$ cat config.mk
export PLATFORM = sky130hd
export DESIGN_NAME = sorted_value_table_unit
export DESIGN_NICKNAME = d
export VERILOG_FILES = /design/src/hw/rtl/svt_pkg.sv /design/src/hw/rtl/svt_ram.sv /design/src/hw/rtl/sorted_value_table_unit.sv
export VERILOG_INCLUDE_DIRS = /design/src /design/src/hw/rtl
export SDC_FILE = /design/constraint.sdc
export NUM_CORES = 2
export LEC_CHECK = 0
export ABC_AREA = 1
export BUFFER_PORTS_ARGS = -buffer_cell sky130_fd_sc_hd__buf_2
export CAP_MARGIN = 5
export CORE_MARGIN = 2
export CORE_UTILIZATION = 67
export CTS_BUF_LIST = sky130_fd_sc_hd__clkbuf_8
export DETAILED_ROUTE_END_ITERATION = 12
export PLACE_DENSITY = 0.83
export SLEW_MARGIN = 20
export SYNTH_ARGS = -nofsm -noshare
export SYNTH_HDL_FRONTEND = slang
export SYNTH_SLANG_ARGS = --single-unit
$ cat constraint.sdc
create_clock -name clk -period 5.6 [get_ports clk]
set_input_delay 0.84 -clock clk [delete_from_list [all_inputs] [get_ports clk]]
set_output_delay 0.84 -clock clk [all_outputs]
set_load 0.02 [all_outputs]
$ cat src/hw/rtl/assert_macros.svh
// Assertion macros used by the RTL
`ifndef ASSERT_MACROS_SVH
`define ASSERT_MACROS_SVH

// cond holds at every edge out of reset
`define SVT_ASSERT_ALWAYS(label, clk, rst_n, cond) \
  label: assert property (@(posedge clk) disable iff (!rst_n) (cond)) \
    else $error("assertion failed");

// when trig holds, expr holds in the same cycle
`define SVT_ASSERT_IMP(label, clk, rst_n, trig, expr) \
  label: assert property (@(posedge clk) disable iff (!rst_n) (trig) |-> (expr)) \
    else $error("assertion failed");

`endif

$ cat src/hw/rtl/svt_pkg.sv
`timescale 1ns / 1ps
package svt_pkg;

  typedef logic [1:0] op_t;
  typedef logic [1:0] status_t;

  localparam op_t OP_INSERT = 2'd0;
  localparam op_t OP_SEARCH = 2'd1;
  localparam op_t OP_REMOVE = 2'd2;

  localparam status_t ST_DONE      = 2'd0;
  localparam status_t ST_NOT_FOUND = 2'd1;
  localparam status_t ST_FULL      = 2'd2;
  localparam status_t ST_EMPTY     = 2'd3;

  localparam int KEY_W   = 32;
  localparam int COUNT_W = 7;

endpackage

$ cat src/hw/rtl/svt_ram.sv
`timescale 1ns / 1ps
module svt_ram #(
  parameter int WIDTH = 32,
  parameter int DEPTH = 64
) (
  input  logic                     clk,
  input  logic                     we,
  input  logic [$clog2(DEPTH)-1:0] waddr,
  input  logic [WIDTH-1:0]         wdata,
  input  logic [$clog2(DEPTH)-1:0] raddr,
  output logic [WIDTH-1:0]         rdata
);

  logic [WIDTH-1:0] mem [DEPTH];

  always_ff @(posedge clk) begin
    if (we) begin
      mem[waddr] <= wdata;
    end
    rdata <= mem[raddr];
  end

endmodule

$ cat src/hw/rtl/sorted_value_table_unit.sv
// Sorted value table: up to CAPACITY signed 32-bit values kept in ascending order.
// Input channel in_*: in_tuser carries the request kind (insert, search, remove),
// in_tdata the value. Result channel out_*: out_tuser carries the status
// (done/found, not found, full, empty), out_tdata the entry count afterwards.
// One result per request.
// The table lives in a single RAM with registered read; a walk visits each entry
// in S_RD (address), then S_CMP (compare and write back).
// Insert walks down from the top, moving each entry above the new value up one
// slot, then writes the value. Search walks up from the first entry until a match
// or the count. Remove walks the whole table, finding the entry and shifting the
// tail down. Full insert, empty remove and unknown kinds skip the walk.
// One request is in work at a time; a new one is taken as soon as its result
// is in the output register.
// A stalled receiver holds the result in the output register; the next
// request may still be worked on and waits only to report.
// Reset empties the table at once (count to zero); RAM contents stay as
// they are and are never read above the count.
`timescale 1ns / 1ps
`include "assert_macros.svh"
module sorted_value_table_unit
  import svt_pkg::*;
#(
  parameter int CAPACITY = 64
) (
  input  logic        clk,
  input  logic        rst_n,
  input  logic        in_tvalid,
  output logic        in_tready,
  input  logic [31:0] in_tdata,   // [31:0] key_value
  input  logic [1:0]  in_tuser,   // [1:0] op
  output logic        out_tvalid,
  input  logic        out_tready,
  output logic [7:0]  out_tdata,  // [6:0] entry_count, [7] zero
  output logic [1:0]  out_tuser   // [1:0] status
);

  localparam int AW = $clog2(CAPACITY);
  localparam int CW = $clog2(CAPACITY + 1);

  typedef enum logic [3:0] {
    S_IDLE = 4'b0001,
    S_RD   = 4'b0010,
    S_CMP  = 4'b0100,
    S_FIN  = 4'b1000
  } state_t;

  state_t                state_r, state_nxt;
  op_t                   op_r, op_nxt;
  logic signed [KEY_W-1:0] key_r, key_nxt;
  logic [CW-1:0]         idx_r, idx_nxt;
  logic [CW-1:0]         idx_dec, idx_inc;
  logic                  found_r, found_nxt;
  logic [CW-1:0]         count_r, count_nxt;
  status_t               status_r, status_nxt;
  logic                  out_valid_r, out_valid_nxt;
  status_t               out_status_r, out_status_nxt;
  logic [COUNT_W-1:0]    out_count_r, out_count_nxt;

  logic                  mem_we;
  logic [AW-1:0]         mem_waddr, mem_raddr;
  logic [KEY_W-1:0]      mem_wdata, mem_rdata;

  svt_ram #(
    .WIDTH(KEY_W),
    .DEPTH(CAPACITY)
  ) u_ram (
    .clk   (clk),
    .we    (mem_we),
    .waddr (mem_waddr),
    .wdata (mem_wdata),
    .raddr (mem_raddr),
    .rdata (mem_rdata)
  );

  assign idx_dec = idx_r - CW'(1);
  assign idx_inc = idx_r + CW'(1);

  assign in_tready  = (state_r == S_IDLE);
  assign out_tvalid = out_valid_r;
  assign out_tuser  = out_status_r;
  assign out_tdata  = {1'b0, out_count_r};

  always_comb begin
    state_nxt      = state_r;
    op_nxt         = op_r;
    key_nxt        = key_r;
    idx_nxt        = idx_r;
    found_nxt      = found_r;
    count_nxt      = count_r;
    status_nxt     = status_r;
    out_valid_nxt  = out_valid_r;
    out_status_nxt = out_status_r;
    out_count_nxt  = out_count_r;
    mem_we         = 1'b0;
    mem_waddr      = idx_r[AW-1:0];
    mem_wdata      = key_r;
    mem_raddr      = idx_r[AW-1:0];

    if (out_valid_r && out_tready) begin
      out_valid_nxt = 1'b0;
    end

    case (state_r)
      S_IDLE: begin
        if (in_tvalid) begin
          op_nxt    = in_tuser;
          key_nxt   = in_tdata;
          found_nxt = 1'b0;
          case (in_tuser)
            OP_INSERT: begin
              if (count_r >= CW'(CAPACITY)) begin
                status_nxt = ST_FULL;
                state_nxt  = S_FIN;
              end else begin
                idx_nxt   = count_r;
                state_nxt = S_RD;
              end
            end
            OP_SEARCH: begin
              idx_nxt   = '0;
              state_nxt = S_RD;
            end
            OP_REMOVE: begin
              if (count_r == '0) begin
                status_nxt = ST_EMPTY;
                state_nxt  = S_FIN;
              end else begin
                idx_nxt   = '0;
                state_nxt = S_RD;
              end
            end
            default: begin
              status_nxt = ST_NOT_FOUND;
              state_nxt  = S_FIN;
            end
          endcase
        end
      end
      S_RD: begin
        if (op_r == OP_INSERT) begin
          if (idx_r == '0) begin
            mem_we     = 1'b1;
            count_nxt  = count_r + CW'(1);
            status_nxt = ST_DONE;
            state_nxt  = S_FIN;
          end else begin
            mem_raddr = idx_dec[AW-1:0];
            state_nxt = S_CMP;
          end
        end else if (idx_r == count_r) begin
          if (op_r == OP_REMOVE && found_r) begin
            count_nxt  = count_r - CW'(1);
            status_nxt = ST_DONE;
          end else begin
            status_nxt = ST_NOT_FOUND;
          end
          state_nxt = S_FIN;
        end else begin
          state_nxt = S_CMP;
        end
      end
      S_CMP: begin
        case (op_r)
          OP_INSERT: begin
            mem_we = 1'b1;
            if ($signed(mem_rdata) > key_r) begin
              mem_wdata = mem_rdata;
              idx_nxt   = idx_dec;
              state_nxt = S_RD;
            end else begin
              count_nxt  = count_r + CW'(1);
              status_nxt = ST_DONE;
              state_nxt  = S_FIN;
            end
          end
          OP_SEARCH: begin
            if (mem_rdata == key_r) begin
              status_nxt = ST_DONE;
              state_nxt  = S_FIN;
            end else begin
              idx_nxt   = idx_inc;
              state_nxt = S_RD;
            end
          end
          default: begin
            if (found_r) begin
              mem_we    = 1'b1;
              mem_waddr = idx_dec[AW-1:0];
              mem_wdata = mem_rdata;
            end else if (mem_rdata == key_r) begin
              found_nxt = 1'b1;
            end
            idx_nxt   = idx_inc;
            state_nxt = S_RD;
          end
        endcase
      end
      S_FIN: begin
        if (!out_valid_r || out_tready) begin
          out_valid_nxt  = 1'b1;
          out_status_nxt = status_r;
          out_count_nxt  = COUNT_W'(count_r);
          state_nxt      = S_IDLE;
        end
      end
      default: begin
        state_nxt = S_IDLE;
      end
    endcase
  end

  always_ff @(posedge clk) begin
    if (!rst_n) begin
      state_r     <= S_IDLE;
      count_r     <= '0;
      out_valid_r <= 1'b0;
      found_r     <= 1'b0;
    end else begin
      state_r     <= state_nxt;
      count_r     <= count_nxt;
      out_valid_r <= out_valid_nxt;
      found_r     <= found_nxt;
    end
  end

  always_ff @(posedge clk) begin
    op_r         <= op_nxt;
    key_r        <= key_nxt;
    idx_r        <= idx_nxt;
    status_r     <= status_nxt;
    out_status_r <= out_status_nxt;
    out_count_r  <= out_count_nxt;
  end

  `SVT_ASSERT_ALWAYS(a_count_bound, clk, rst_n, count_r <= CW'(CAPACITY))
  `SVT_ASSERT_IMP(a_count_at_fin, clk, rst_n, count_r != $past(count_r), state_r == S_FIN)
  `SVT_ASSERT_IMP(a_write_in_walk, clk, rst_n, mem_we, state_r == S_RD || state_r == S_CMP)

endmodule
Word-level counts from Yosys, hierarchy flattened
Memory sizes are Yosys's and may differ from the RTL's. A register that Yosys moved wholly into a read port is not among the register bits.
Index checks and enable logic that the tools add are counted.
Word-level totals
  memories kept: 1
  bits of input ports: 38
  memory bits (writable): 2048
  register bits after elaboration: 65
Cells by class
  mux-type cells: 64
  add/subtract/negate cells: 4
  reductions and logical operators: 19
  order comparisons: 2
  equality and inequality tests: 29
Memories
  u_ram.mem: words 64, bits a word 32, read ports 1, clocked after memory_dff 1, wr ports 1, RTL line svt_ram.sv:14  | logic [WIDTH-1:0] mem [DEPTH];
Operator list (count)
  2-to-1 mux 32 bit: 3
  2-to-1 mux 7 bit: 11
  case mux 32 bit (2 select lines): 1
  case mux 7 bit (2 select lines): 3
  2-to-1 mux 4 bit: 9
  2-to-1 mux 6 bit: 6
  inequality test 3 bit (second input constant): 12
  == test 32 bit: 1
  greater-than comparator 32 bit: 1
  case mux 7 bit (3 select lines): 1
  2-to-1 mux 2 bit: 8
  case mux 4 bit (4 select lines): 1
  adder 7 x 1 -> 7 bit (second input constant): 2
  logical NOT 7 bit: 2
  subtractor 7 x 1 -> 7 bit (second input constant): 2
  2-to-1 mux 1 bit: 13
  inequality test 2 bit (second input constant): 6
  case mux 2 bit (3 select lines): 2
  case mux 4 bit (3 select lines): 1
  AND reduction 10 bit: 1
  case mux 4 bit (2 select lines): 1
  == test 7 bit: 1
  >= comparator 7 bit (second input constant): 1
  AND reduction 7 bit: 1
  other kinds (19): 28

Logic depth before layout (Yosys ltp)
  word-level depth: 6
  mapped depth: 22
  mapped depth without buffers: 21

By module
A second synthesis with hierarchy kept.
Second synthesis, totals
  cells, all modules: 7521
  area total of the unflattened synthesis: 88075.7 um^2
Modules (own cells, without submodules)
  svt_ram: cells each 6791, instances 1, sequential area each 62139.6 um^2, area each 82765.6 um^2
  sorted_value_table_unit: cells each 730, instances 1, sequential area each 1821.7 um^2, area each 5310.1 um^2

Worst setup path after synthesis
OpenSTA, ideal clock, no wires.
  path type: reg-to-reg
  start: reg state_r[3]
  end: reg idx_r[0] (enable)
  setup slack: 1.879 ns
  data arrival time: 3.396 ns
  stages on the path, launching flop included: 8
  required time: 5.275 ns
  setup time: 0.325 ns
  path through: dfxtp_1 nor2_1 inv_1 nor3_1 inv_1 nor2_1 o2111ai_1 nand2_1
On the way
  word-level cells in the longest chain between the ends: 3
  elaborated cells on any way between the ends: 10
RTL lines
  from (decl): RTL line sorted_value_table_unit.sv:47  | state_t state_r, state_nxt;
  from (signal assigned): RTL line sorted_value_table_unit.sv:219  | state_r <= state_nxt;
  == test 4 x 1 -> 1 bit *
  named net in_tready: RTL line sorted_value_table_unit.sv:28  | output logic in_tready,
  inequality test 4 x 1 -> 1 bit (no source line) (tied with other cells)
  AND reduction 7 bit (no source line) *
  to (signal assigned): RTL line sorted_value_table_unit.sv:229  | idx_r <= idx_nxt;
  to (decl): RTL line sorted_value_table_unit.sv:50  | logic [CW-1:0] idx_r, idx_nxt;
Mark *: on every way through the listed nets, which the timed path passes. The rest lies on a longest branch.
A chain may end at the register's enable or synchronous reset.

Final worst setup path
  start: reg idx_r[0]
  end: reg u_ram.rdata[24] (read register of u_ram.mem)
On the way
  word-level cells in the longest chain between the ends: 4
  elaborated cells on any way between the ends: 5
RTL lines
  subtractor 7 x 1 -> 7 bit / logical NOT 7 bit (equally long branches): RTL line sorted_value_table_unit.sv:75, sorted_value_table_unit.sv:141
  2-to-1 mux 6 bit: RTL line sorted_value_table_unit.sv:141  | if (idx_r == '0) begin
  2-to-1 mux 6 bit: RTL line sorted_value_table_unit.sv:140  | if (op_r == OP_INSERT) begin
  2-to-1 mux 6 bit *: RTL line sorted_value_table_unit.sv:103  | case (state_r)
  to (decl): RTL line svt_ram.sv:11  | output logic [WIDTH-1:0] rdata
Mark *: on every way between the ends. The rest lies on a longest branch, timed or not.

==> metrics.yaml <==
core_area_sq_um: 140000
die_h_um: 380
cts_resized: 0
fin_area_sq_um: 104000
ant_nets: 0
path_clk_slew_ns: 0.06
drc: 0
post-place-ws_ns: 1.06
clkSinkCount: 2145
layout-drive-gt1-share_pct: 8.73
critPathLaunchType: "flop"
cts_buffer_depth: 4
vias: 69500
yosysTopAreaCell: "edfxtp_1"
report.final.slew_viol_count: 0
hold_buffers: 20
ys_seq_area_share_pct: 67.5
synth_top_area_share_pct: 66.6
slowest_delay_ns: 0.56
grt_max_degree: 128
peakVddDrop_uv: 308
netlist_instances: 9261
yosys_register_bits: 2145
antenna_found_initial: 23
min-delay-path-class: "input pin to flop"
yosys.area_share.xor_xnor_pct: 0.185
yosys_warnings: 0
whs_ns: 0.0401
grt-ovfl-total: 0
root_buffer: "clkbuf_8"
required_ns: 6.44
dieArea_sq_um: 144000
clk_latency_ns: 1.06
drt-initial-drc-count: 10700
synth.avg_cell_area_sq_um: 10.2
crit_type: "flop to flop"
maxSlewHeadroom_pct: 20.9
p_sw_w: 0.00862
swShare_pct: 25.9
fmax_mhz: 211
rrSetupSlack_ns: 0.86
fin_setup_tns_ns: 0
via_per_inst: 5.99
fin_nets: 9552
synth_top_family_by_area: "simple AND/OR/NAND/NOR gates"
synth_ff_type: "edfxtp_1"
rsz0062_at_grt: "no"
finalCriticalPeriod_ns: 4.74
routed_wl_um: 269000
critPathCaptureType: "flop"
cts_tree: "done"
yosys.area_share.simple_pct: 20.8
synth_compound_area_share_pct: 1.02
ios: 50
skew_ns: 0.0882
die_w_um: 380
htree_levels: 5
final.fill_count: 8535
dpl-instance-area_sq_um: 98300
crit_top_cell: "nand3_1"
synth_nets: 9341
groute.usage.overall_pct: 36.9
initial_core_util_pct: 67.7
synth_edf_count: 2100
netlist_area_sq_um: 94700
synth_area_leaders: "edfxtp_1, nand2_1, nand3_1"
cp_max_fo: 65
synthAdderAreaFrac_pct: 0.555
io_buffers: 48
synthTopCellsByCount: "nand2_1, edfxtp_1, nand3_1"
pwr-share-clk_pct: 35.7
synth_cell_types: 46
rows: 137
slowest_stage: "edfxtp_1"
wire_per_inst_um: 23.2
p_comb_share_pct: 10.1
setup_viol: 0
fin_ws_ns: 0.857
seq_power_share_pct: 54.2
grt_first_pass_wirelength_um: 397000
p_total_w: 0.0333
p_per_area_nw_per_um2: 319
post_cts_buffers: 0
hold_viol_final: 0
cp_cell_sequence: "inv_1, ha_1, nand2_1, nor2_4, nand3_2, nand2_1, buf_4, nand2_2, nand2_8, buf_12, buf_12, buf_4, nand2_1, nand3_1, nand3_1, nand3_1, nand3_1, nand3_1, nand2_1"
dp_hpwl_um: 152000
period_share_pct: 84.7
synth.most_common_cell: "nand2_1"
globalplace.congestion: 0.948
grt_pass1_vias: 67500
worstPathArrival_ns: 5.58
status: "finished, final reports clean"
synthMuxAreaShare_pct: 0
numCtsBuffers: 345
first_pass_iters: 9
ys_async_sr_fraction_pct: 0
syn_to_final_growth_pct: 10.2
internal_power_w: 0.0247
worstMarginPinSlew_ns: 1.19
drv_cap: 0
leakagePower_nw: 44.9
==> kinds of logic (layout without fill, tap and decap cells) <==
family | Yosys count | in the layout
flops | 2145 | 2145
simple gates | 4605 | 4605
fa+ha+maj | 42 | 42
compound gates | 141 | 141
buf+inv | 2307 | 2756
xor+xnor | 20 | 20
other cells | 1 | 10
==> worst max-delay path, delay by kind of cell, from the launching register on <==
family | cells | cell delay, ns
buf+inv | 5 | 1.44
flops | 1 | 0.56
fa+ha+maj | 1 | 0.25
simple gates | 13 | 2.26
==> cell usage in the layout, fill, tap and decap left out, types with 7 or more instances in the layout <==
cell	Yosys	final
buf_12	0	69
inv_2	3	32
dfxtp_1	45	45
clkinv_1	1	90
nand2_1	2576	2575
clkinvlp_4	0	7
edfxtp_1	2100	2100
nor2_1	122	55
inv_1	1830	1888
clkinv_2	0	44
buf_2	302	48
dlygate4sd3_1	0	20
xor2_1	15	15
diode_2	0	9
buf_4	70	200
a221oi_1	32	32
a21oi_1	30	30
nand3_1	1879	1878
o21ai_0	25	25
clkbuf_8	0	352
ha_1	42	42
nor2_4	3	68
o211ai_1	33	33
==> flip-flops by register name, indices dropped and copies added, names as in the netlist <==
| name | cells |
|---|---|
| u_ram.mem | 2048 |
| u_ram.rdata | 32 |
| status_r | 2 |
| idx_r | 7 |
| count_r | 7 |
| found_r | 1 |
| out_count_r | 7 |
| out_tvalid | 1 |
| key_r | 32 |
| out_tuser | 2 |
| op_r | 2 |
| state_r | 4 |
==> path summary, 6_finish.rpt <==
path / startpoint / to / depth (start not counted)
worst max register to register: idx_r[0]$_DFFE_PP_ / u_ram.rdata[24]$_DFF_P_ / 19
worst min register to register: status_r[1]$_DFFE_PP_ / out_tuser[1]$_DFFE_PP_ / 0
worst min-delay path: in_tdata[30] / key_r[30]$_DFFE_PP_ / 1
worst max-delay path: idx_r[0]$_DFFE_PP_ / u_ram.rdata[24]$_DFF_P_ / 19
==> through the flow <==
| stage | util (%) | instances |
|---|---|---|
| 6_report | 74.6 | 11600 |
| 5_1_grt | 74.6 | 11600 |
| 4_1_cts | 74.6 | 11600 |
| 3_5_place_dp | 70.3 | 11000 |
| 3_3_place_gp | 70.3 | 11000 |
| 2_1_floorplan | - | 9261 |
==> metal layers <==
| layer | track usage (%) | wire length (um) |
|---|---|---|
| met1 | 46.4 | 88300 |
| met2 | 56.5 | 122000 |
| met3 | 8.91 | 37600 |
| met4 | 26.9 | 21300 |
| met5 | 0 | 255 |
==> power by group through the flow <==
stage	Combinational, W	Clock, W	Sequential (W)
6_report	0.00335	0.0119	0.0180
5_1_grt	0.00353	0.0126	0.0180
3_3_place_gp	0.00310	0	0.0184
3_5_place_dp	0.00318	0	0.0184
2_1_floorplan	0.00189	0	0.0184
4_1_cts	0.00322	0.0119	0.0180
==> layout make-up <==
class | instances | area (sq um) | share of cell area, %
sequential | 2145 | 64000 | 61.3
inverter | 1834 | 6900 | 6.61
clock buffer | 352 | 4840 | 4.64
multi-input combinational | 4809 | 22000 | 21.1
antenna | 9 | 22.5 | 0.0216
timing repair buffer | 337 | 3320 | 3.18
clock inverter | 233 | 1010 | 0.972
tap | 1876 | 2350 | 2.25
Power figures use the tool's default switching activity.
